## src/tes_pkg.sv

```systemverilog
package tes_pkg;

    localparam int CAPACITY_DEF = 64;
    localparam int KEY_W        = 51;

    localparam logic [2:0] OP_AT     = 3'd0;
    localparam logic [2:0] OP_AFTER  = 3'd1;
    localparam logic [2:0] OP_CYCLES = 3'd2;
    localparam logic [2:0] OP_CANCEL = 3'd3;
    localparam logic [2:0] OP_POP    = 3'd4;

    localparam logic [2:0] ST_OK         = 3'd0;
    localparam logic [2:0] ST_PAST       = 3'd1;
    localparam logic [2:0] ST_OVERFLOW   = 3'd2;
    localparam logic [2:0] ST_NOT_FOUND  = 3'd3;
    localparam logic [2:0] ST_EMPTY      = 3'd4;
    localparam logic [2:0] ST_NOT_DUE    = 3'd5;
    localparam logic [2:0] ST_FULL       = 3'd6;
    localparam logic [2:0] ST_BAD_PERIOD = 3'd7;

    // Request to the shared multiply/divide unit.
    typedef struct packed {
        logic        start;
        logic        mul;
        logic [63:0] a;
        logic [63:0] b;
    } t_md_req;

endpackage

```

## src/tes_muldiv.sv

```systemverilog
module tes_muldiv (
    input  logic             i_clk,
    input  logic             i_rst_n,
    input  tes_pkg::t_md_req i_req,
    output logic             o_done,
    output logic [63:0]      o_q,
    output logic [63:0]      o_r
);
    import tes_pkg::*;

    logic        r_busy;
    logic        r_mul;
    logic [5:0]  r_cnt;
    logic [63:0] r_a;
    logic [63:0] r_b;
    logic [64:0] r_rem;
    logic [63:0] r_q;
    logic        r_done;

    logic [64:0] w_shift;
    logic [64:0] w_x;
    logic [64:0] w_y;
    logic [65:0] w_sum;

    // One adder serves both the divide (trial subtract) and the multiply (accumulate).
    always_comb begin
        w_shift = {r_rem[63:0], r_a[63]};
        w_x     = r_mul ? {1'b0, r_q} : w_shift;
        w_y     = r_mul ? {1'b0, r_b} : ~{1'b0, r_b};
        w_sum   = {1'b0, w_x} + {1'b0, w_y} + {65'd0, ~r_mul};
    end

    always_ff @(posedge i_clk) begin
        if (!i_rst_n) begin
            r_busy <= 1'b0;
            r_done <= 1'b0;
            r_cnt  <= '0;
        end else begin
            r_done <= 1'b0;
            if (i_req.start) begin
                r_busy <= 1'b1;
                r_mul  <= i_req.mul;
                r_a    <= i_req.a;
                r_b    <= i_req.b;
                r_rem  <= '0;
                r_q    <= '0;
                r_cnt  <= '0;
            end else if (r_busy) begin
                if (r_mul) begin
                    if (r_a[0]) begin
                        r_q <= w_sum[63:0];
                    end
                    r_a <= {1'b0, r_a[63:1]};
                    r_b <= {r_b[62:0], 1'b0};
                end else begin
                    r_rem <= w_sum[65] ? w_sum[64:0] : w_shift;
                    r_q   <= {r_q[62:0], w_sum[65]};
                    r_a   <= {r_a[62:0], 1'b0};
                end
                r_cnt <= r_cnt + 6'd1;
                if (r_cnt == 6'd63) begin
                    r_busy <= 1'b0;
                    r_done <= 1'b1;
                end
            end
        end
    end

    assign o_done = r_done;
    assign o_q    = r_q;
    assign o_r    = r_rem[63:0];

endmodule

```

## config.mk

```make
export PLATFORM = sky130hd
export DESIGN_NAME = tes_muldiv
export DESIGN_NICKNAME = d
export VERILOG_FILES = /design/src/tes_pkg.sv /design/src/tes_muldiv.sv
export SDC_FILE = /design/constraint.sdc
export NUM_CORES = 1
export LEC_CHECK = 0
export BUFFER_PORTS_ARGS = -buffer_cell sky130_fd_sc_hd__buf_4
export CORE_UTILIZATION = 50
export CTS_BUF_LIST = sky130_fd_sc_hd__clkbuf_8
export DETAILED_ROUTE_END_ITERATION = 10
export HOLD_SLACK_MARGIN = 0.1
export PLACE_DENSITY = 0.73
export SYNTH_ARGS = -nofsm -noshare
export SYNTH_HDL_FRONTEND = slang
export SYNTH_SLANG_ARGS = --single-unit
```

## constraint.sdc

```tcl
create_clock -name i_clk -period 6.5 [get_ports i_clk]
set_input_delay 0.325 -clock i_clk [delete_from_list [all_inputs] [get_ports i_clk]]
set_output_delay 0.325 -clock i_clk [all_outputs]
set_load 0.005 [all_outputs]
```

==> results_dict.tcl, run 1 <==
set metrics [dict create \
    cp_slowest_cell "edfxtp_1" \
    yosysSeqAreaShare 0.449 \
    grt_max_degree 201 \
    cp_top_family "compound AO/OA/AOI/OAI gates" \
    syn_area_mm2 0.0176 \
    grt_pass1_vias 14430 \
    hold_violations 0 \
    hold_path_class "in -> reg" \
    worst_pin_slew_ps 1240 \
    synthArstFlopShare 0 \
    wl_per_cell_um 19.2 \
    tns_ps 0 \
    finalCriticalPeriod_ps 5010 \
    placed_cells 2293 \
    synth_fp_nets 1876 \
    status "finished clean" \
    nNetsFinal 2214 \
    fin_skew_ps 27.7 \
    drive_gt1_frac 0.231 \
    ys_types 62 \
    routed_wl_um 48200 \
    cpMostUsedCell "buf_12" \
    cts.repair.resized 0 \
    drt_iter0_markers 1210 \
    clkTransAtPathRegs_ps 60 \
    fill_cells 2749 \
    p_leak_uw 0.00894 \
    worstSetupEndpointType "flip-flop" \
    areaGrowthSynthToFinish_pct 24.9 \
    maxCapViolCount 0 \
    syn_avg_cell_area_um2 10.5 \
    cts_buffer_depth 3 \
    grt_pass1_wl_um 75800 \
    period_share 0.771 \
    relSlewSlack 0.166 \
    dp_hpwl_um 32900 \
    seq_area_mm2 0.00788 \
    cp_cell_sequence "buf_12 -> mux2_2 -> ha_1 -> nand4_1 -> or3_1 -> o211ai_1 -> a21o_1 -> a211oi_2 -> o21bai_2 -> a31o_4 -> buf_12 -> mux2i_1 -> nor2_1" \
    cp_num_buf_inv 2 \
    required_ps 6820 \
    route.detailed.drc 0 \
    setup_viol 0 \
    start_kind "flip-flop" \
    grt_overflow 0 \
    power_density_mw_per_mm2 254 \
    rsz0062_at_grt "false" \
    clock_sinks 265 \
    initial_core_util 0.508 \
    syn-instance-count 1679 \
    die_x_um 189 \
    setup.worst_path.class "reg -> reg" \
    gp_congestion 0.936 \
    dieArea_mm2 0.0359 \
    fmax_mhz 200 \
    clkLatencyLatePin_ps 630 \
    viasPerCell 5.76 \
    slowest_delay_ps 660 \
    port_buffers 260 \
    dr.pass1.iters 5 \
    synth_flop_cell "edfxtp_1" \
    yosysWarnings 0 \
    fin_cells 2510 \
    multi_input_area_mm2 0.00914 \
    root_buffer "clkbuf_8" \
    vias 14446 \
    ys_ff_latch 265 \
    drv_slew 0 \
    arrival_ps 5340 \
    row_count 68 \
    io_pins 261 \
    critPathMaxFanout 69 \
    ant_nets 0 \
    core_area_mm2 0.0345 \
    cts_tree "yes" \
    peakVddDrop_v 0.000263 \
    htree_num_levels 2 \
    cts_inserted_buffers 47 \
    die_h_um 189 \
    grt_usage 0.265 \
    antenna_found_initial 3 \
    synth_edf_count 257 \
]
-- what timing repair did --
item / in CTS / in global routing
hold buffers: 130 / 0
setup buffers: 0 / 0
hold endpoints to repair: 130 / 0
-- layer usage --
metal,GRT usage,routed length (µm)
met4,0.0850,1230
met3,0.0547,3590
met5,0,13
met2,0.432,22500
met1,0.353,20900
-- where the power goes --
group          internal, µW  total (µW)  switching [µW]
combinational           869        1980            1110
clock                   676        1390             715
sequential             2080        2190             118
-- per-stage QoR --
| stage | hold slack, ps | setup slack, ps | cell area [µm²] | util | total power (µW) |
|---|---|---|---|---|---|
| 2_1_floorplan | 424 | 1790 | 17600 | - | 3550 |
| 3_3_place_gp | 466 | 1640 | 19800 | 0.573 | 4070 |
| 3_5_place_dp | 516 | 1590 | 19800 | 0.573 | 4100 |
| 4_1_cts | 302 | 1550 | 21900 | 0.635 | 5570 |
| 5_1_grt | 361 | 1210 | 21900 | 0.635 | 5860 |
| 6_report | 308 | 1490 | 21900 | 0.635 | 5560 |
-- area by class of cell --
| class | instances | share of cell area |
|---|---|---|
| antenna | 2 | 0.000228 |
| clock buffer | 47 | 0.0295 |
| clock inverter | 38 | 0.00776 |
| inverter | 28 | 0.00479 |
| multi-input combinational | 1271 | 0.417 |
| sequential | 265 | 0.359 |
| tap | 455 | 0.0260 |
| timing repair buffer | 404 | 0.156 |
-- worst paths after layout --
kind              start        end  slack (ps)  cells after the start
max               r_mul   r_rem[9]        1490                     13
min          i_req[129]  r_rem[24]         310                      2
max reg2reg       r_mul   r_rem[9]        1490                     13
min reg2reg    r_cnt[5]   r_cnt[5]         530                      2
-- synthesized netlist by cell type, types with 7 or more instances --
library cell	instances	area share
xnor2_1	92	0.046
a21o_1	33	0.014
ha_1	64	0.046
or3_1	11	0.0039
and3_1	8	0.0029
dfxtp_1	8	0.0091
buf_1	20	0.0043
xor2_1	26	0.013
mux2i_1	172	0.098
nand2_1	135	0.029
and2_1	7	0.0025
a21oi_1	110	0.031
a211oi_1	8	0.0034
nand3_1	20	0.0057
clkbuf_1	85	0.018
o21ai_0	111	0.032
edfxtp_1	257	0.44
nor3_1	14	0.0040
inv_1	28	0.0060
o21a_1	9	0.0038
nand2b_1	13	0.0046
o21bai_1	15	0.0064
nand4_1	41	0.015
mux2_2	127	0.081
a31oi_1	11	0.0039
nor2_1	167	0.036
-- registers in the layout, summed over array words and instances, names as in the netlist --
| signal | count |
|---|---|
| r_a | 64 |
| r_b | 64 |
| o_q | 64 |
| r_busy | 1 |
| r_rem | 64 |
| r_mul | 1 |
| r_cnt | 6 |
| o_done | 1 |
-- layout by cell type (no fill, tap or decap), drive strengths merged, types with 47 or more instances in the layout --
cell type | synthesis | final
buf | 30 | 274
nor2 | 167 | 167
edfxtp | 257 | 257
xnor2 | 92 | 92
clkbuf | 85 | 47
a21oi | 110 | 110
nand2 | 135 | 135
dlygate4sd3 | 0 | 130
mux2 | 127 | 127
o21ai | 112 | 112
ha | 64 | 64
mux2i | 172 | 172
-- cells by family after synthesis --
kind of cell | synth area share
AND/OR/NAND/NOR | 0.112
multiplexers | 0.180
buffers and inverters | 0.0328
AO/OA/AOI/OAI | 0.121
XOR/XNOR | 0.0589
adder cells (fa/ha/maj) | 0.0467
flip-flops | 0.449
Note: power is estimated with default switching activity, not from simulation.
==> run 2, diff against run 1 <==
clock period = 5.1 ns   (was 6.5 ns; I/O delays follow)
==> results_dict.tcl, run 2 (synthesized netlist as in run 1, its figures left out) <==
set metrics [dict create \
    status "finished clean" \
    route.detailed.drc 0 \
    root_buffer "clkbuf_8" \
    setup_viol 0 \
    worstSetupEndpointType "flip-flop" \
    routed_wl_um 48500 \
    dieArea_mm2 0.0359 \
    areaGrowthSynthToFinish_pct 26.1 \
    cts_buffer_depth 3 \
    row_count 68 \
    antenna_found_initial 2 \
    initial_core_util 0.508 \
    cts_tree "yes" \
    p_leak_uw 0.00907 \
    grt_usage 0.267 \
    drive_gt1_frac 0.240 \
    seq_area_mm2 0.00788 \
    p_total_uw 7220 \
    postCtsSetupBuffers 0 \
    fmax_mhz 208 \
    ctsHoldBuffers 130 \
    relSlewSlack 0.310 \
    worst_pin_slew_ps 1040 \
    cp_num_buf_inv 3 \
    cts.repair.resized 0 \
    slowest_delay_ps 770 \
    grt_max_degree 156 \
    power_density_mw_per_mm2 326 \
    io_pins 261 \
    period_share 0.943 \
    rsz0062_at_grt "false" \
    setup.worst_path.class "reg -> reg" \
    wl_per_cell_um 19.2 \
    dr.pass1.iters 7 \
    grt_overflow 0 \
    hold_path_class "in -> reg" \
    maxCapViolCount 0 \
    ant_nets 0 \
    fill_cells 2727 \
    die_x_um 189 \
    clock_sinks 265 \
    peakVddDrop_v 0.000214 \
    critPathMaxFanout 47 \
    clkLatencyLatePin_ps 600 \
    start_kind "flip-flop" \
    grt_pass1_vias 14656 \
    die_h_um 189 \
    vias 14666 \
    drt_iter0_markers 945 \
    dp_hpwl_um 33500 \
    layout_commonest_cell "buf_4" \
    finalCriticalPeriod_ps 4810 \
    cts_inserted_buffers 48 \
    fin_skew_ps 29.7 \
    multi_input_area_mm2 0.00914 \
    grt_pass1_wl_um 76800 \
    gp_congestion 0.946 \
    core_area_mm2 0.0345 \
    drv_slew 0 \
    hold_violations 0 \
    clkTransAtPathRegs_ps 60 \
    cp_top_family "compound AO/OA/AOI/OAI gates" \
    tns_ps 0 \
    cp_cell_sequence "buf_12 -> buf_4 -> mux2_2 -> ha_1 -> nand4_1 -> nor3_1 -> o2111ai_1 -> nor2_1 -> a21o_1 -> a211oi_2 -> o21bai_2 -> a31o_4 -> buf_12 -> mux2i_1 -> nor2_1" \
    cp_slowest_cell "edfxtp_1" \
    required_ps 5430 \
    layout_common_cells "291 x buf_4, 257 x edfxtp_1, 172 x mux2i_1" \
    arrival_ps 5140 \
    nNetsFinal 2237 \
    viasPerCell 5.79 \
    port_buffers 260 \
    htree_num_levels 2 \
]
## run 2: cell count changes in the layout (fill, tap and decap cells not counted)
cell        change
clkinv_2        +1
inv_1           +2
clkbuf_8        +1
bufinv_16       +1
clkinvlp_4      +1
buf_4          +22
clkinv_1        -2
clkinv_8        -1
## run 2: final timing paths
kind	from	to	slack (ps)	depth (start not counted)
min	i_req[129]	o_q[1]	320	2
max reg2reg	r_mul	r_rem[8]	290	15
max	r_mul	r_rem[8]	290	15
min reg2reg	r_cnt[5]	r_cnt[5]	490	2
## run 2: worst register-to-register path, stage by stage (launching register included)
cell	delay, ps
edfxtp_1	770
buf_12	350
buf_4	300
mux2_2	350
ha_1	440
nand4_1	190
nor3_1	310
o2111ai_1	180
nor2_1	120
a21o_1	210
a211oi_2	120
o21bai_2	240
a31o_4	410
buf_12	260
mux2i_1	240
nor2_1	50
## run 2: metrics by stage
stage / instances / util / setup slack (ps) / area, µm² / hold slack [ps]
2_1_floorplan: 1679 / - / 463 / 17600 / 354
3_3_place_gp: 2315 / 0.578 / 513 / 20000 / 465
3_5_place_dp: 2315 / 0.578 / 361 / 20000 / 461
4_1_cts: 2533 / 0.641 / 337 / 22100 / 275
5_1_grt: 2534 / 0.641 / 22.4 / 22100 / 336
6_report: 2535 / 0.641 / 288 / 22100 / 321
## run 2: where the power goes
part | internal (µW) | switching [µW] | total, µW | leakage, µW
sequential | 2640 | 149 | 2790 | 0.00253
combinational | 1140 | 1420 | 2560 | 0.00604
clock | 931 | 935 | 1870 | 0.000498
## run 2: final cells by class
cell class / instances / share of cell area
clock inverters: 40 / 0.00887
clock buffers: 48 / 0.0298
well taps: 455 / 0.0257
diodes: 2 / 0.000226
multi-input cells: 1271 / 0.413
flip-flops and latches: 265 / 0.356
inverters: 28 / 0.00475
repair buffers: 426 / 0.162
## run 2: metal layers
metal	vias up	routed length (µm)	track usage
li1	6937	-	-
met1	7082	21100	0.361
met2	568	23100	0.441
met3	77	3490	0.0478
met4	2	832	0.0701
met5	-	13	0
